`config.mk`:
```
export PLATFORM = sky130hd
export DESIGN_NAME = multiscale_turing_pixel_update_unit
export DESIGN_NICKNAME = d
export VERILOG_FILES = /design/src/hw/rtl/mtpu_pkg.sv /design/src/hw/rtl/mtpu_rank.sv /design/src/hw/rtl/multiscale_turing_pixel_update_unit.sv
export SDC_FILE = /design/constraint.sdc
export NUM_CORES = 1
export LEC_CHECK = 0
export ABC_CLOCK_PERIOD_IN_PS = 20900
export BUFFER_PORTS_ARGS = -buffer_cell sky130_fd_sc_hd__buf_2
export CAP_MARGIN = 20
export CORE_MARGIN = 5
export CORE_UTILIZATION = 28
export DETAILED_ROUTE_END_ITERATION = 7
export PLACE_DENSITY = 0.49
export SETUP_SLACK_MARGIN = 0.05
export SLEW_MARGIN = 10
export SYNTH_ARGS = -nofsm -noshare
export SYNTH_HDL_FRONTEND = slang
export SYNTH_HIERARCHICAL = 1
export SYNTH_SLANG_ARGS = --single-unit
```
`constraint.sdc`:
```
create_clock -name clk -period 20.9 [get_ports clk]
set_input_delay 0 -clock clk [delete_from_list [all_inputs] [get_ports clk]]
set_output_delay 0 -clock clk [all_outputs]
set_load 0.005 [all_outputs]
```
`src/hw/rtl/mtpu_pkg.sv`:
```
`timescale 1ns / 1ps

package mtpu_pkg;

	// Register file is fixed at five step amounts plus the select count.
	localparam int MAX_SCALES = 5;

	localparam int PIX_W  = 18;
	localparam int VAR_W  = 16;
	localparam int MAG_W  = 17;
	localparam int AMT_W  = 14;
	localparam int CNT_W  = 3;
	localparam int CON_W  = 15;
	localparam int SUM_W  = 18;
	localparam int REC_W  = 22;
	localparam int REC_SH = 21;
	localparam int OUT_W  = 24;

	localparam logic [CNT_W-1:0] SELECT_COUNT_RESET = 3'd1;
	localparam logic [AMT_W-1:0] STEP_AMOUNT_RESET  = 14'd819;

	typedef enum logic [2:0] {
		REG_SELECT_COUNT,
		REG_STEP_AMOUNT_0,
		REG_STEP_AMOUNT_1,
		REG_STEP_AMOUNT_2,
		REG_STEP_AMOUNT_3,
		REG_STEP_AMOUNT_4
	} reg_idx_t;

	typedef logic signed [PIX_W-1:0] pix_t;
	typedef logic signed [VAR_W-1:0] var_t;
	typedef logic [MAG_W-1:0] mag_t;
	typedef logic [AMT_W-1:0] amt_t;
	typedef logic signed [CON_W-1:0] contrib_t;
	typedef logic signed [SUM_W-1:0] sum_t;

	// Per-scale view handed to the rank logic.
	typedef struct packed {
		mag_t mag;
		logic pos;
		logic neg;
	} scale_t;

	// ceil(2^21 / n): exact truncating quotient for dividends below 2^17.
	function automatic logic [REC_W-1:0] recip(logic [CNT_W-1:0] n);
		logic [REC_W-1:0] r;
		case (n)
			3'd1:    r = 22'd2097152;
			3'd2:    r = 22'd1048576;
			3'd3:    r = 22'd699051;
			3'd4:    r = 22'd524288;
			3'd5:    r = 22'd419431;
			default: r = '0;
		endcase
		return r;
	endfunction

endpackage

```
`src/hw/rtl/mtpu_rank.sv`:
```
`timescale 1ns / 1ps

// Picks the n smallest magnitudes (lower index wins a tie) and forms
// the signed step of each chosen scale.
module mtpu_rank import mtpu_pkg::*; #(
	parameter int SCALE_COUNT = 5
) (
	input  scale_t           scl     [SCALE_COUNT],
	input  amt_t             amt     [SCALE_COUNT],
	input  logic [CNT_W-1:0] n,
	output contrib_t         contrib [SCALE_COUNT]
);

	always_comb begin
		logic [CNT_W-1:0] rank;
		for (int i = 0; i < SCALE_COUNT; i++) begin
			rank = '0;
			for (int j = 0; j < SCALE_COUNT; j++) begin
				if (scl[j].mag < scl[i].mag || (scl[j].mag == scl[i].mag && j < i)) begin
					rank = rank + 3'd1;
				end
			end
			if (rank < n && scl[i].pos) begin
				contrib[i] = $signed({1'b0, amt[i]});
			end else if (rank < n && scl[i].neg) begin
				contrib[i] = -$signed({1'b0, amt[i]});
			end else begin
				contrib[i] = '0;
			end
		end
	end

endmodule

```
`src/hw/rtl/multiscale_turing_pixel_update_unit.sv`:
```
`timescale 1ns / 1ps

// Multiscale Turing pattern pixel update.
// s_* : input request, s_tdata = pixel_value Q3.14 and one Q1.14 variation per scale.
// m_* : result request, m_tdata = updated_pixel Q3.14, m_tuser = saturated.
// cfg_*: register writes, index 0 select_count, 1..5 step_amount_0..4.
//        Write only while the pipeline is empty; cfg_ready is always high.
// Five register stages: magnitudes, ranking and signed steps, sum,
// reciprocal multiply for the divide by select_count, add and saturate.
// An accepted pixel passes the stage registers s1 to s5 before m_tvalid
// shows it; one pixel per cycle sustained while m_tready stays high.
// Each stage moves when the next one is empty or moving, so bubbles
// collapse and input is taken while a result waits at the output.
// When m_tready stays low the pipeline fills and s_tready drops after
// five pixels; nothing is lost or repeated.
// Reset empties the pipeline, sets select_count to 1 and every step to 819.
module multiscale_turing_pixel_update_unit import mtpu_pkg::*; #(
	parameter int SCALE_COUNT = 5,
	localparam int IN_W = ((PIX_W + VAR_W * SCALE_COUNT + 7) / 8) * 8
) (
	input  logic              clk,
	input  logic              arst_n,
	input  logic              s_tvalid,
	output logic              s_tready,
	// [17:0] pixel_value, then variation_0.. 16 bits each, zero padded
	input  logic [IN_W-1:0]   s_tdata,
	output logic              m_tvalid,
	input  logic              m_tready,
	// [17:0] updated_pixel, zero padded
	output logic [OUT_W-1:0]  m_tdata,
	// [0] saturated
	output logic              m_tuser,
	input  logic              cfg_valid,
	output logic              cfg_ready,
	input  logic [2:0]        cfg_index,
	input  logic [AMT_W-1:0]  cfg_data
);

	// ---------------- configuration registers ----------------
	logic [CNT_W-1:0] select_count_q;
	amt_t             step_q [MAX_SCALES];

	assign cfg_ready = 1'b1;

	always_ff @(posedge clk or negedge arst_n) begin
		if (!arst_n) begin
			select_count_q <= SELECT_COUNT_RESET;
			for (int k = 0; k < MAX_SCALES; k++) begin
				step_q[k] <= STEP_AMOUNT_RESET;
			end
		end else if (cfg_valid) begin
			case (cfg_index)
				REG_SELECT_COUNT:  select_count_q <= cfg_data[CNT_W-1:0];
				REG_STEP_AMOUNT_0: step_q[0] <= cfg_data;
				REG_STEP_AMOUNT_1: step_q[1] <= cfg_data;
				REG_STEP_AMOUNT_2: step_q[2] <= cfg_data;
				REG_STEP_AMOUNT_3: step_q[3] <= cfg_data;
				REG_STEP_AMOUNT_4: step_q[4] <= cfg_data;
				default: ;
			endcase
		end
	end

	// Counts above the scale number clamp to the scale number.
	logic [CNT_W-1:0] n_eff;
	assign n_eff = (select_count_q > CNT_W'(SCALE_COUNT)) ? CNT_W'(SCALE_COUNT)
		: select_count_q;

	// ---------------- pipeline flow control ----------------
	logic valid_s1, valid_s2, valid_s3, valid_s4, valid_s5;
	logic en1, en2, en3, en4, en5;

	assign en5 = !valid_s5 || m_tready;
	assign en4 = !valid_s4 || en5;
	assign en3 = !valid_s3 || en4;
	assign en2 = !valid_s2 || en3;
	assign en1 = !valid_s1 || en2;
	assign s_tready = en1;

	always_ff @(posedge clk or negedge arst_n) begin
		if (!arst_n) begin
			valid_s1 <= 1'b0;
			valid_s2 <= 1'b0;
			valid_s3 <= 1'b0;
			valid_s4 <= 1'b0;
			valid_s5 <= 1'b0;
		end else begin
			if (en1) valid_s1 <= s_tvalid;
			if (en2) valid_s2 <= valid_s1;
			if (en3) valid_s3 <= valid_s2;
			if (en4) valid_s4 <= valid_s3;
			if (en5) valid_s5 <= valid_s4;
		end
	end

	// ---------------- stage 1: magnitudes and signs ----------------
	pix_t             pix_s1;
	scale_t           scl_s1 [SCALE_COUNT];
	logic [CNT_W-1:0] n_s1;

	always_ff @(posedge clk) begin
		if (en1) begin
			var_t v;
			pix_s1 <= s_tdata[PIX_W-1:0];
			n_s1   <= n_eff;
			for (int i = 0; i < SCALE_COUNT; i++) begin
				v = s_tdata[PIX_W + VAR_W*i +: VAR_W];
				// -32768 yields 32768, larger than any other magnitude
				scl_s1[i].mag <= v[VAR_W-1] ? (MAG_W'(0) - {v[VAR_W-1], v})
					: {1'b0, v};
				scl_s1[i].neg <= v[VAR_W-1];
				scl_s1[i].pos <= !v[VAR_W-1] && (v != '0);
			end
		end
	end

	// ---------------- stage 2: rank and signed steps ----------------
	amt_t     amt_sel [SCALE_COUNT];
	contrib_t contrib [SCALE_COUNT];

	always_comb begin
		for (int i = 0; i < SCALE_COUNT; i++) begin
			amt_sel[i] = step_q[i];
		end
	end

	mtpu_rank #(
		.SCALE_COUNT(SCALE_COUNT)
	) u_rank (
		.scl     (scl_s1),
		.amt     (amt_sel),
		.n       (n_s1),
		.contrib (contrib)
	);

	pix_t             pix_s2;
	contrib_t         contrib_s2 [SCALE_COUNT];
	logic [CNT_W-1:0] n_s2;

	always_ff @(posedge clk) begin
		if (en2) begin
			pix_s2     <= pix_s1;
			n_s2       <= n_s1;
			contrib_s2 <= contrib;
		end
	end

	// ---------------- stage 3: sum of steps ----------------
	sum_t sum_c;

	always_comb begin
		sum_c = '0;
		for (int i = 0; i < SCALE_COUNT; i++) begin
			sum_c = sum_c + SUM_W'(contrib_s2[i]);
		end
	end

	pix_t             pix_s3;
	sum_t             sum_s3;
	logic [CNT_W-1:0] n_s3;

	always_ff @(posedge clk) begin
		if (en3) begin
			pix_s3 <= pix_s2;
			sum_s3 <= sum_c;
			n_s3   <= n_s2;
		end
	end

	// ---------------- stage 4: |sum| times reciprocal ----------------
	// |sum| < 2^17, so the product stays below 2^38.
	localparam int PROD_W = MAG_W + REC_SH;

	logic [MAG_W-1:0] sum_abs;
	assign sum_abs = sum_s3[SUM_W-1] ? (MAG_W'(0) - sum_s3[MAG_W-1:0]) : sum_s3[MAG_W-1:0];

	pix_t              pix_s4;
	logic              neg_s4;
	logic [PROD_W-1:0] prod_s4;

	always_ff @(posedge clk) begin
		if (en4) begin
			pix_s4  <= pix_s3;
			neg_s4  <= sum_s3[SUM_W-1];
			prod_s4 <= PROD_W'(PROD_W'(sum_abs) * PROD_W'(recip(n_s3)));
		end
	end

	// ---------------- stage 5: add and saturate ----------------
	localparam int RES_W = PIX_W + 2;

	logic [MAG_W-1:0]        quot;
	logic signed [RES_W-1:0] res;
	logic signed [RES_W-1:0] quot_s;
	pix_t                    res_sat;
	logic                    sat_c;

	assign quot   = prod_s4[PROD_W-1:REC_SH];
	assign quot_s = neg_s4 ? -$signed({3'b000, quot}) : $signed({3'b000, quot});
	assign res    = RES_W'(pix_s4) + quot_s;

	always_comb begin
		if (res > RES_W'(131071)) begin
			res_sat = 18'sh1FFFF;
			sat_c   = 1'b1;
		end else if (res < -RES_W'(131072)) begin
			res_sat = 18'sh20000;
			sat_c   = 1'b1;
		end else begin
			res_sat = res[PIX_W-1:0];
			sat_c   = 1'b0;
		end
	end

	pix_t upd_s5;
	logic sat_s5;

	always_ff @(posedge clk) begin
		if (en5) begin
			upd_s5 <= res_sat;
			sat_s5 <= sat_c;
		end
	end

	assign m_tvalid = valid_s5;
	assign m_tdata  = {{(OUT_W - PIX_W){1'b0}}, upd_s5};
	assign m_tuser  = sat_s5;

	// ---------------- checks ----------------
	logic [SCALE_COUNT-1:0] nz_s2;

	always_comb begin
		for (int i = 0; i < SCALE_COUNT; i++) begin
			nz_s2[i] = (contrib_s2[i] != '0);
		end
	end

`ifndef SYNTHESIS
	a_stall_only_when_full: assert property (@(posedge clk) disable iff (!arst_n)
		!s_tready |-> (valid_s1 && valid_s2 && valid_s3 && valid_s4 && valid_s5 && !m_tready))
		else $error("input stalled with room in the pipeline");

	a_no_count_no_sum: assert property (@(posedge clk) disable iff (!arst_n)
		(valid_s3 && n_s3 == '0) |-> (sum_s3 == '0))
		else $error("nonzero sum with select count zero");

	a_chosen_bounded: assert property (@(posedge clk) disable iff (!arst_n)
		valid_s2 |-> ($countones(nz_s2) <= n_s2))
		else $error("more scales contribute than selected");

	a_sat_at_rail: assert property (@(posedge clk) disable iff (!arst_n)
		(m_tvalid && m_tuser) |-> (upd_s5 == 18'sh1FFFF || upd_s5 == 18'sh20000))
		else $error("saturation flag without rail value");
`endif

endmodule

```
# Word-level counts from Yosys, hierarchy flattened
# Cells that the tools add are included.
dict set report word_totals {
  reg_bits 405
  in_bits 126
  output_inout_bits 28
  wordCells 252
}
dict set report classes {
  n_addsub 37
  n_mul 1
  n_lt_le_gt_ge 33
  eq_ne 20
  mux 46
  n_bitwise 5
  reduce_logical 57
}
# op count
set op_table {}
lappend op_table {{< comparator 17 bit} 25}
lappend op_table {{equality test 17 bit} 10}
lappend op_table {{2-to-1 mux 14 bit} 10}
lappend op_table {{one-hot mux 22 bit (5 select lines)} 1}
lappend op_table {{subtractor 1 x 16 -> 17 bit (first input constant)} 5}
lappend op_table {{nonzero test 16 bit} 5}
lappend op_table {{2-to-1 mux 15 bit} 5}
lappend op_table {{negation 14 -> 15 bit} 5}
lappend op_table {{2-to-1 mux 3 bit} 20}
lappend op_table {{adder 3 x 1 -> 3 bit (second input constant)} 17}
lappend op_table {{multiplier 17 x 22 -> 38 bit} 1}
lappend op_table {{2-to-1 mux 22 bit} 1}
lappend op_table {{adder 18 x 20 -> 20 bit} 1}
lappend op_table {{> comparator 20 x 18 -> 1 bit (second input constant)} 1}
lappend op_table {{< comparator 20 x 18 -> 1 bit (second input constant)} 1}
lappend op_table {{2-to-1 mux 20 bit} 1}
lappend op_table {{negation 17 -> 20 bit} 1}
lappend op_table {{adder 17 x 15 -> 18 bit} 1}
lappend op_table {{adder 18 x 15 -> 18 bit} 1}
lappend op_table {{2-to-1 mux 18 bit} 1}
lappend op_table {{adder 16 x 15 -> 17 bit} 1}
lappend op_table {{2-to-1 mux 17 bit} 1}
lappend op_table {{subtractor 1 x 17 -> 17 bit (first input constant)} 1}
lappend op_table {{adder 15 x 15 -> 16 bit} 1}
lappend op_table {{other kinds (14)} 82}

# Longest topological paths before layout
# Gate-level depths: netlist (run 1).
dict set report depth {
  depth_word 15
  depth_mapped 30
  mapped_depth_nobuf 30
}

# Modules after synthesis
# The synthesis (run 1) kept the hierarchy.
# mod n_inst cells_per_inst area_per_inst_um2 seq_area_each_um2
set by_module_without_submodules {}
lappend by_module_without_submodules {multiscale_turing_pixel_update_unit 1 1984 24781.3 11179.5}
lappend by_module_without_submodules {mtpu_rank 1 1016 7133.1 0.0}

# Worst setup path before layout (run 1)
# OpenSTA, ideal clock, no wires.
dict set report synth_path {
  path_kind {register to register}
  from {register sum_s3[3]}
  to {register prod_s4[30], data pin}
  arrival_time_ns 7.478
  required_time_ns 20.638
  path_slack_ns 13.160
  path_stages_with_launch 27
  path_buffers 0
  synth_period_minus_slack_ns 7.740
  cell_sequence {edfxtp_1 nor4_1 nand2b_1 or3_1 o21ai_0 xor2_1 nor2_1 nor2_1 fa_1 fa_1 fa_1 inv_1 fa_1 inv_1 fa_1 inv_1 fa_1 ha_1 and3_1 a221o_1 o31ai_1 a21oi_1 a21oi_1 o221ai_1 a21oi_1 o21bai_1 xor2_1}
}
dict set report synth_between {
  elab_chain_cells 3
}
# item line
set synth_rtl {}
lappend synth_rtl {{start: declaration} multiscale_turing_pixel_update_unit.sv:159} ;# sum_t sum_s3;
lappend synth_rtl {{start signal: assignment} multiscale_turing_pixel_update_unit.sv:165} ;# sum_s3 <= sum_c;
lappend synth_rtl {{subtractor 1 x 17 -> 17 bit} multiscale_turing_pixel_update_unit.sv:175} ;# assign sum_abs = sum_s3[SUM_W-1] ? (MAG_W'(0) - sum_s3[MAG_W-1:0]) : sum_s3[MAG_W-1:0];
lappend synth_rtl {{2-to-1 mux 17 bit (*)} multiscale_turing_pixel_update_unit.sv:175}
lappend synth_rtl {{multiplier 17 x 22 -> 38 bit (*)} multiscale_turing_pixel_update_unit.sv:185} ;# prod_s4 <= PROD_W'(PROD_W'(sum_abs) * PROD_W'(recip(n_s3)));
lappend synth_rtl {{end signal: assignment} multiscale_turing_pixel_update_unit.sv:185}
lappend synth_rtl {{end: declaration} multiscale_turing_pixel_update_unit.sv:179} ;# logic [PROD_W-1:0] prod_s4;
# Every way passes the cells marked *; elsewhere a longest branch is shown, timed or not.
# A chain may end at the register's enable or synchronous reset.

# Worst setup path after layout (run 1)
# Ends and elaborated chain as after synthesis.

==> metrics.md, run 1 <==
| Metric | Value |
|---|---|
| Prevailing post-synth register cell | `edfxtp_1` |
| Total gr overflow | `0` |
| Worst Path Required | `21.24 ns` |
| Slew Limit Fails | `0` |
| Worst Max-Slew Pin Slew | `1.03 ns` |
| Setup Skew | `0.0188 ns` |
| Die X | `348 um` |
| Seq/Total Area, Yosys | `0.350` |
| Synth Cell Area | `0.0319 mm^2` |
| Postcts setup bufs | `0` |
| Utilization after layout | `0.336` |
| Maxcap violations | `0` |
| Starting Density | `0.283` |
| Share of the synthesized area in the top cell type | `0.288` |
| Vias per cell | `4.59` |
| Top cells by count, synth | `inv_1, ha_1, edfxtp_1` |
| P&R area growth vs syn | `18.7%` |
| Placer congestion estimate | `0.836` |
| DRC | `0` |
| Routed WL | `82600 um` |
| Vias in the first global route | `22607` |
| Startpoint types | `flip-flop` |
| Netlist cell types | `87` |
| Min-Delay Path Class | `in2async` |
| DP Wirelength | `66300 um` |
| Final Hold Fails | `0` |
| Die ar. | `0.121 mm^2` |
| Area of the core | `0.113 mm^2` |
| DR iter-0 viols | `1196` |
| First-pass GRT wire length | `129000 um` |
| Worst slack, placed | `12.33 ns` |
| CTS tree | `done` |
| Initial antenna violation count | `1` |
| Initial DRT Pass Iterations | `7` |
| Root Driver | `clkbuf_16` |
| Largest net degree at the start of global routing | `76` |
| Clk_lat worst skew | `0.61 ns` |
| Most common cell in the netlist | `inv_1` |
| Placed Area | `0.0343 mm^2` |
| Post-route cell area | `0.0379 mm^2` |
| Status | `finished, final reports clean` |
| RSZ-0062 raised after global routing | `false` |
| Final setup fails | `0` |
| Post-route ant nets | `0` |
| # nets final | `4063` |
| Fmax | `117 MHz` |
| Die H | `348 um` |
| Yosys warns | `6` |
| CP Max Fanout | `6` |
| Antenna diodes | `0` |
| Num CTS Buffers | `49` |
| Post-synth EDFFs | `306` |
| Slew Limit Headroom | `0.315` |
| Min cycle time layout | `8.54 ns` |
| Vias | `22385` |
| Total track usage | `0.135` |
| # rows | `123` |
| Area leader, netlist | `edfxtp_1` |
| Critical Path End Type | `flip-flop` |
| Top cells by area, synth | `edfxtp_1, ha_1, fa_1, inv_1, dfrtp_1` |
| Worst setup path class | `reg2reg` |
| CTS Sinks | `384` |
| Period utilisation layout | `0.409` |
| Async set-reset flop share out of synthesis | `0.203` |
| Mean area per synthesized cell | `10.6 um^2` |
| Layout cells sized above 1 | `0.120` |
| Clock buffer depth | `3` |
| PortBufs | `140` |
| Syn Inst Count | `3000` |
| Synth Register Bits | `384` |
| IO Count | `154` |
| Clk slew on worst S/H paths | `0.06 ns` |
| WP data arrival | `8.88 ns` |
| Setup tns final | `0 ns` |
| Final worst slack | `12.36 ns` |
| Wirelength per Cell | `16.9 um` |
| H-tree levels | `2` |
-- sequential cells by signal, indices dropped and copies added, names as in the netlist, 17 cells and up --
name	cells
scl_s1	95
sum_s3	18
pix_s4	18
upd_s5	18
pix_s2	18
pix_s1	18
contrib_s2	75
prod_s4	17
pix_s3	18
amt_sel	70
-- critical path, stage by stage (launching register included) --
cell and delay, ns:
edfxtp_1 0.49, nor4_1 0.40, nand2b_1 0.15, o31ai_1 0.61
and2_1 0.27, xor2_1 0.39, nor2_1 0.14, nor2_1 0.37
fa_1 0.33, fa_1 0.46, fa_1 0.55, inv_1 0.07
fa_1 0.54, inv_1 0.06, fa_1 0.53, inv_1 0.05
fa_1 0.47, ha_1 0.34, and3_1 0.18, a221o_1 0.33
o31ai_1 0.24, a21oi_1 0.17, a21oi_1 0.42, o221ai_1 0.21
a21oi_1 0.26, o21bai_1 0.10, xor2_1 0.14
-- final timing paths --
kind                       slack [ns]  cells past startpoint          end   startpoint
hold reg to reg                  0.42                      0   pix_s2[16]   pix_s1[16]
hold / removal                   0.10                      2  amt_sel[57]       arst_n
max in group asynchronous       19.83                      4  amt_sel[35]       arst_n
setup / recovery                12.36                     26  prod_s4[30]    sum_s3[3]
setup reg to reg                12.36                     26  prod_s4[30]    sum_s3[3]
min in group clk                 0.11                      2   pix_s1[17]  s_tdata[17]
-- cell families (layout without fill, tap and decap cells) --
| group | after synthesis | in the layout | synth area share |
|---|---|---|---|
| compound gates | 508 | 508 | 0.102 |
| xor+xnor | 165 | 165 | 0.0460 |
| fa+ha+maj | 603 | 603 | 0.289 |
| buf+inv | 498 | 868 | 0.0605 |
| flops | 384 | 384 | 0.350 |
| mux | 80 | 80 | 0.0281 |
| other cells | 2 | 7 | 0.000235 |
| simple gates | 760 | 760 | 0.123 |
-- what timing repair did --
action                                 in CTS  in global routing
setup endpoints to repair                   0                  0
hold buffers                              182                  0
gates resized for setup                     0                  0
endpoints found under the hold margin     231                  0
-- routing by layer --
| metal | track usage | vias to the layer above | part of all wire |
|---|---|---|---|
| met4 | 0.0335 | 0 | 0.023 |
| met1 | 0.180 | 10802 | 0.46 |
| li1 | - | 11152 | - |
| met2 | 0.233 | 341 | 0.49 |
| met5 | 0 | - | 0 |
| met3 | 0.0177 | 90 | 0.032 |
-- layout make-up --
type                            count  area (um^2)
Tap cell                         1500         1880
Fill cell                       11464        74900
Sequential cell                   384        11200
Timing Repair Buffer              336         2640
Clock buffer                       58         1300
Inverter                          440         1650
Multi-Input combinational cell   2123        18800
Clock inverter                     34          399
-- metrics by stage --
stage,hold slack (ns),cells
2_1_floorplan,-0.296,3005
5_1_grt,0.0820,4875
6_report,0.103,4875
4_1_cts,0.0512,4873
3_3_place_gp,0.0186,4599
3_5_place_dp,0.0244,4599
-- cell usage in the layout (no fill, tap or decap), types with 31 or more instances in the layout --
cell           instances
inv_1                440
ha_1                 379
edfxtp_1             306
fa_1                 224
dlygate4sd3_1        182
nor2_1               164
a21oi_1              161
nand2_1              159
buf_2                139
xnor2_1              128
nor3_1               119
o21ai_0              106
mux2_2                78
a21o_1                77
clkbuf_16             50
nand2b_1              49
nand3_1               47
dfrtp_1               47
xor2_1                34
dfstp_2               31
Power of run 1 is left out: the tool's default activity adds up to more than one toggle a clock period on the data nets, which glitch-free logic cannot reach.
==> run 2: changes to the inputs <==
--- a/config.mk
+++ b/config.mk
@@ -5,7 +5,7 @@
 export SDC_FILE = /design/constraint.sdc
 export NUM_CORES = 1
 export LEC_CHECK = 0
-export ABC_CLOCK_PERIOD_IN_PS = 20900
+export ABC_CLOCK_PERIOD_IN_PS = 8650
 export BUFFER_PORTS_ARGS = -buffer_cell sky130_fd_sc_hd__buf_2
 export CAP_MARGIN = 20
 export CORE_MARGIN = 5
==> constraint.sdc (replaced) <==
create_clock -name clk -period 8.65 [get_ports clk]
set_input_delay 0 -clock clk [delete_from_list [all_inputs] [get_ports clk]]
set_output_delay 0 -clock clk [all_outputs]
set_load 0.005 [all_outputs]
==> metrics.md, run 2 (synthesized netlist as in run 1, its figures left out) <==
| Metric | Value |
|---|---|
| Placer congestion estimate | `0.837 (+0.11%)` |
| Routed WL | `83500 um (+1.1%)` |
| Most common cell after layout, fill and taps aside | `inv_1` |
| PortBufs | `140 (unchanged)` |
| Initial DRT Pass Iterations | `5 (-2)` |
| Die H | `348 um (unchanged)` |
| Multi-input gate area | `0.0188 mm^2 (unchanged)` |
| Final setup fails | `0 (unchanged)` |
| Period utilisation layout | `0.926 (+0.517)` |
| Setup Skew | `0.0757 ns (+0.0570 ns)` |
| Slew Limit Fails | `0 (unchanged)` |
| Worst Path Required | `9.03 ns (-12.21 ns)` |
| # nets final | `4067 (+0.098%)` |
| IO Count | `154 (unchanged)` |
| Post-route ant nets | `0 (unchanged)` |
| Post-CTS Resized | `0 (unchanged)` |
| Min-Delay Path Class | `in2reg` |
| # hold bufs at CTS | `183 (+0.55%)` |
| Placed Area | `0.0344 mm^2 (+0.11%)` |
| CTS Sinks | `384 (unchanged)` |
| Post-route cell area | `0.0378 mm^2 (-0.12%)` |
| Grt peak-use layer | `met2` |
| Maxcap violations | `0 (unchanged)` |
| Worst Max-Slew Pin Slew | `1.06 ns (+0.0366 ns)` |
| Final worst slack | `0.641 ns (-11.71 ns)` |
| Vias in the first global route | `22528 (-0.35%)` |
| H-tree levels | `2 (unchanged)` |
| DR iter-0 viols | `1231 (+2.9%)` |
| Total track usage | `0.136 (+0.000719)` |
| Critical Path End Type | `flip-flop` |
| Storage element area | `0.0112 mm^2 (unchanged)` |
| Slew Limit Headroom | `0.292 (-0.0227)` |
| Setup tns final | `0 ns (unchanged)` |
| Layout cells sized above 1 | `0.119 (-0.00148)` |
| Worst slack, placed | `0.563 ns (-11.76 ns)` |
| Vias | `22670 (+1.3%)` |
| CTS tree | `done` |
| Num CTS Buffers | `48 (-2.0%)` |
| Area of the core | `0.113 mm^2 (unchanged)` |
| # rows | `123 (unchanged)` |
| DRC | `0 (unchanged)` |
| Root Driver | `clkbuf_16` |
| WP data arrival | `8.38 ns (-0.50 ns)` |
| First-pass GRT wire length | `130000 um (+0.59%)` |
| Min cycle time layout | `8.01 ns (-0.535 ns)` |
| Postcts setup bufs | `0 (unchanged)` |
| Initial antenna violation count | `2 (+1)` |
| Largest net degree at the start of global routing | `79 (+3.9%)` |
| Wirelength per Cell | `17.1 um (+1.1%)` |
| RSZ-0062 raised after global routing | `false` |
| Fill count | `11359 (-0.92%)` |
| Clk slew on worst S/H paths | `0.06 ns (about the same)` |
| Die ar. | `0.121 mm^2 (unchanged)` |
| Startpoint types | `flip-flop` |
| Vias per cell | `4.65 (+1.2%)` |
| CP Max Fanout | `6 (unchanged)` |
| Total gr overflow | `0 (unchanged)` |
| DP Wirelength | `66100 um (-0.27%)` |
| Die X | `348 um (unchanged)` |
| Final Hold Fails | `0 (unchanged)` |
| P&R area growth vs syn | `18.6%` |
| Commonest non-fill, non-tap cells in the layout | `inv_1, ha_1, edfxtp_1, fa_1, dlygate4sd3_1` |
| Worst setup path class | `reg2reg` |
| Starting Density | `0.283 (unchanged)` |
| Clk_lat worst skew | `0.64 ns (+0.03 ns)` |
| Met1 Usage GRT | `0.180 (-0.000589)` |
| Fmax | `125 MHz (+6.7%)` |
| Top reg by flops | `scl_s1` |
| Largest register FFs | `95 (unchanged)` |
| Reg2Reg Setup Slack | `0.64 ns (-11.71 ns)` |
| Clock buffer depth | `3 (unchanged)` |
| M3 GR Usage | `0.0179 (+0.000160)` |
| Met2 Usage GRT | `0.236 (+0.00286)` |
| Status | `finished, final reports clean` |
run 2: cell count changes in the layout (fill, tap and decap cells not counted), moves of 2 or more:
cell,previous run,this run
clkinvlp_4,6,1
buf_4,14,19
bufinv_16,7,4
diode_2,0,3
clkbuf_1,6,10
inv_16,0,2
clkinv_2,9,6
inv_6,4,2
clkbuf_8,2,5
run 2: worst paths after layout:
kind                             from           to  cells after the start
max reg2reg                 sum_s3[3]  prod_s4[30]                     26
max                         sum_s3[3]  prod_s4[30]                     26
max in group asynchronous      arst_n  amt_sel[12]                      4
min reg2reg                 pix_s3[5]    pix_s4[5]                      0
min in group asynchronous      arst_n  amt_sel[64]                      3
min                        s_tdata[7]    pix_s1[7]                      2
run 2: layout make-up:
cell class,count,area share
sequential,384,0.295
antenna,3,0.000198
clock buffer,64,0.0352
clock inverter,23,0.00717
tap,1500,0.0496
timing repair buffer,341,0.0708
multi-input combinational,2123,0.498
inverter,440,0.0436
run 2: worst max-delay path: stages, from the launching register on:
cell and delay, ns:
edfxtp_1 0.48, nor4_1 0.41, nand2b_1 0.15, or3_1 0.38, o21ai_0 0.31, xor2_1 0.30, nor2_1 0.12, nor2_1 0.25
fa_1 0.48, fa_1 0.53, fa_1 0.56, inv_1 0.07, fa_1 0.53, inv_1 0.05, fa_1 0.52, inv_1 0.05
fa_1 0.47, ha_1 0.33, and3_1 0.18, a221o_1 0.34, o31ai_1 0.22, a21oi_1 0.16, a21oi_1 0.24, o221ai_1 0.17
a21oi_1 0.25, o21bai_1 0.10, xor2_1 0.14
run 2: layer usage:
metal	share of wire	vias to the layer above	wire, um
met5	0.00016	-	13
met4	0.024	2	2020
met3	0.037	99	3050
met2	0.49	382	41000
met1	0.45	11031	37500
li1	-	11156	-
run 2: metrics by stage:
step                      instances   util  hold slack [ns]
after floorplan                3005      -           -0.296
after global placement         4604  0.305          -0.0216
after detailed placement       4604  0.305          -0.0211
after CTS                      4874  0.335           0.0308
after global routing           4876  0.335           0.0631
final                          4878  0.335           0.0860
Power of run 2 is left out for the same reason.
==> run 3: changes to the inputs <==
--- a/config.mk
+++ b/config.mk
@@ -5,13 +5,13 @@
 export SDC_FILE = /design/constraint.sdc
 export NUM_CORES = 1
 export LEC_CHECK = 0
-export ABC_CLOCK_PERIOD_IN_PS = 8650
+export ABC_CLOCK_PERIOD_IN_PS = 6900
 export BUFFER_PORTS_ARGS = -buffer_cell sky130_fd_sc_hd__buf_2
 export CAP_MARGIN = 20
 export CORE_MARGIN = 5
-export CORE_UTILIZATION = 28
+export CORE_UTILIZATION = 25
 export DETAILED_ROUTE_END_ITERATION = 7
-export PLACE_DENSITY = 0.49
+export PLACE_DENSITY = 0.47
 export SETUP_SLACK_MARGIN = 0.05
 export SLEW_MARGIN = 10
 export SYNTH_ARGS = -nofsm -noshare
==> constraint.sdc (replaced) <==
create_clock -name clk -period 6.9 [get_ports clk]
set_input_delay 0 -clock clk [delete_from_list [all_inputs] [get_ports clk]]
set_output_delay 0 -clock clk [all_outputs]
set_load 0.005 [all_outputs]
==> metrics.md, run 3 (synthesized netlist as in run 1, its figures left out) <==
| Metric | Value |
|---|---|
| Status | `finished, violations left` |
| Failing checks | `setup timing` |
| Vias per cell | `4.49 (-3.4%)` |
| Starting Density | `0.251 (-0.0320)` |
| Worst Max-Slew Pin Slew | `1.10 ns (+0.0352 ns)` |
| R2R depth | `26 (unchanged)` |
| Die X | `367 um (+5.7%)` |
| Slowest stage delay, CP | `0.51 ns (-0.05 ns)` |
| P&R area growth vs syn | `24.0%` |
| # rows | `131 (+6.5%)` |
| # nets final | `4208 (+3.5%)` |
| Area of the core | `0.127 mm^2 (+13%)` |
| Final Hold Fails | `0 (unchanged)` |
| Post-route cell area | `0.0396 mm^2 (+4.6%)` |
| Crit Reg-Reg Endpoint | `prod_s4[30]` |
| IO Count | `154 (unchanged)` |
| Vias in the first global route | `23580 (+4.7%)` |
| Most common cell after layout, fill and taps aside | `inv_1` |
| Vias | `23266 (+2.6%)` |
| Layout cells sized above 1 | `0.175 (+0.0568)` |
| Min-Delay Path Class | `in2reg` |
| Critical Path End Type | `flip-flop` |
| Multi-input gate area | `0.0193 mm^2 (+2.5%)` |
| Min cycle time layout | `6.96 ns (-1.05 ns)` |
| Period utilisation layout | `1.01 (+0.0831)` |
| RSZ-0062 raised after global routing | `true` |
| Worst setup path class | `reg2reg` |
| Final worst slack | `-0.0623 ns (-0.703 ns)` |
| HP Start | `s_tdata[5]` |
| Initial antenna violation count | `1 (-1)` |
| DR iter-0 viols | `1227 (-0.32%)` |
| Crit-path leading delay family | `adder cells` |
| Slew Limit Headroom | `0.267 (-0.0250)` |
| Largest register FFs | `95 (unchanged)` |
| Total track usage | `0.128 (-0.00744)` |
| First-pass GRT wire length | `137000 um (+5.5%)` |
| WP data arrival | `7.32 ns (-1.06 ns)` |
| Total gr overflow | `0 (unchanged)` |
| Root Driver | `clkbuf_16` |
| Wirelength per Cell | `16.9 um (-1.4%)` |
| Die H | `367 um (+5.7%)` |
| Hold worst-path end | `pix_s1[5]` |
| Routed WL | `87500 um (+4.8%)` |
| Placed Area | `0.0356 mm^2 (+3.7%)` |
| Hold slack | `0.0869 ns (+0.000855 ns)` |
| Top reg by flops | `scl_s1` |
| Commonest non-fill, non-tap cells in the layout | `inv_1, ha_1, edfxtp_1, fa_1, dlygate4sd3_1` |
| Fill count | `13140 (+16%)` |
| Storage element area | `0.0112 mm^2 (unchanged)` |
| R2R Path Start | `sum_s3[6]` |
| PortBufs | `140 (unchanged)` |
| Post-route ant nets | `0 (unchanged)` |
| Slew Limit Fails | `0 (unchanged)` |
| Startpoint types | `flip-flop` |
| CP Max Fanout | `3 (-3)` |
| Clock buffer depth | `3 (unchanged)` |
| Fmax | `144 MHz (+15%)` |
| Reg2Reg Setup Slack | `-0.06 ns (-0.70 ns)` |
| Initial DRT Pass Iterations | `5 (unchanged)` |
| Slowest cell on crit path | `fa_1` |
| Worst Hold Depth | `2 (unchanged)` |
| CTS Sinks | `384 (unchanged)` |
| Maxcap violations | `0 (unchanged)` |
| Setup Skew | `0.0833 ns (+0.00752 ns)` |
| Clk slew on worst S/H paths | `0.06 ns (about the same)` |
| Clk_lat worst skew | `0.63 ns (about the same)` |
| Num CTS Buffers | `48 (unchanged)` |
| Final setup fails | `4 (+4)` |
| Placer congestion estimate | `0.841 (+0.57%)` |
| Buf/Inv on CP | `3 (unchanged)` |
| Most used cell, CP | `fa_1` |
| Die ar. | `0.135 mm^2 (+12%)` |
| CTS tree | `done` |
| DRC | `0 (unchanged)` |
| DP Wirelength | `70500 um (+6.6%)` |
| Largest net degree at the start of global routing | `79 (unchanged)` |
| Worst Path Required | `7.25 ns (-1.78 ns)` |
| H-tree levels | `2 (unchanged)` |
## run 3: cell count changes in the layout (fill, tap and decap cells not counted), sizes merged
cell         before  now
diode             3    1
dlygate4sd3     182  184
clkinv           14   23
buf             159  298
inv             444  442
clkbuf           64   60
## run 3: per-layer routing
metal,share of wire,global-route usage,up-vias
met5,0,0,-
li1,-,-,11442
met3,0.031,0.0149,101
met2,0.50,0.230,379
met4,0.021,0.0296,0
met1,0.45,0.166,11344
## run 3: what timing repair did
item | CTS | global route
hold buffers | 184 | 0
resized for setup | 47 | 23
buffers inserted | 15 | 4
setup endpoints to repair | 13 | 17
pin swaps | 52 | 6
endpoints found under the hold margin | 244 | 0
## run 3: layout make-up
cell class                      instances  share of cell area
Multi-Input combinational cell       2123               0.488
Timing Repair Buffer                  482              0.0951
Clock inverter                         30             0.00743
Clock buffer                           60              0.0327
Inverter                              440              0.0417
Antenna cell                            1           0.0000632
Sequential cell                       384               0.282
Tap cell                             1662              0.0525
## run 3: per-stage QoR
stage	utilization	instances	TNS (ns)	setup slack, ns
finish	0.311	5182	-0.0871	-0.0623
global route	0.311	5182	-3.65	-0.337
CTS	0.310	5176	-0.239	-0.0882
detailed placement	0.280	4887	-2.31	-0.339
global placement	0.280	4887	-1.20	-0.223
floorplan	-	3005	-0.0596	-0.0596
## run 3: worst reg2reg max path: stages, from the launching register on
cell	delay [ns]
edfxtp_1	0.39
nor4_2	0.31
nand2b_1	0.15
or3_4	0.37
o21ai_4	0.20
xor2_4	0.22
nor2_2	0.07
nor2_2	0.15
fa_2	0.48
fa_1	0.49
fa_1	0.51
inv_2	0.04
fa_1	0.49
inv_2	0.05
fa_1	0.47
inv_1	0.05
fa_1	0.45
ha_1	0.32
and3_4	0.18
a221o_1	0.35
o31ai_4	0.23
a21oi_4	0.09
a21oi_4	0.20
o221ai_2	0.13
a21oi_2	0.17
o21bai_1	0.08
xor2_1	0.14
## run 3: how the worst max path moves through the flow
stage,from,to,slack [ns],depth (start not counted)
final,sum_s3[6],prod_s4[30],-0.06,26
after global routing,sum_s3[6],prod_s4[30],-0.34,28
after CTS,sum_s3[3],prod_s4[30],-0.09,26
after detailed placement,sum_s3[0],prod_s4[37],-0.34,27
after global placement,sum_s3[6],prod_s4[37],-0.22,27
after floorplan,sum_s3[4],prod_s4[30],-0.06,26
Power of run 3 is left out for the same reason.
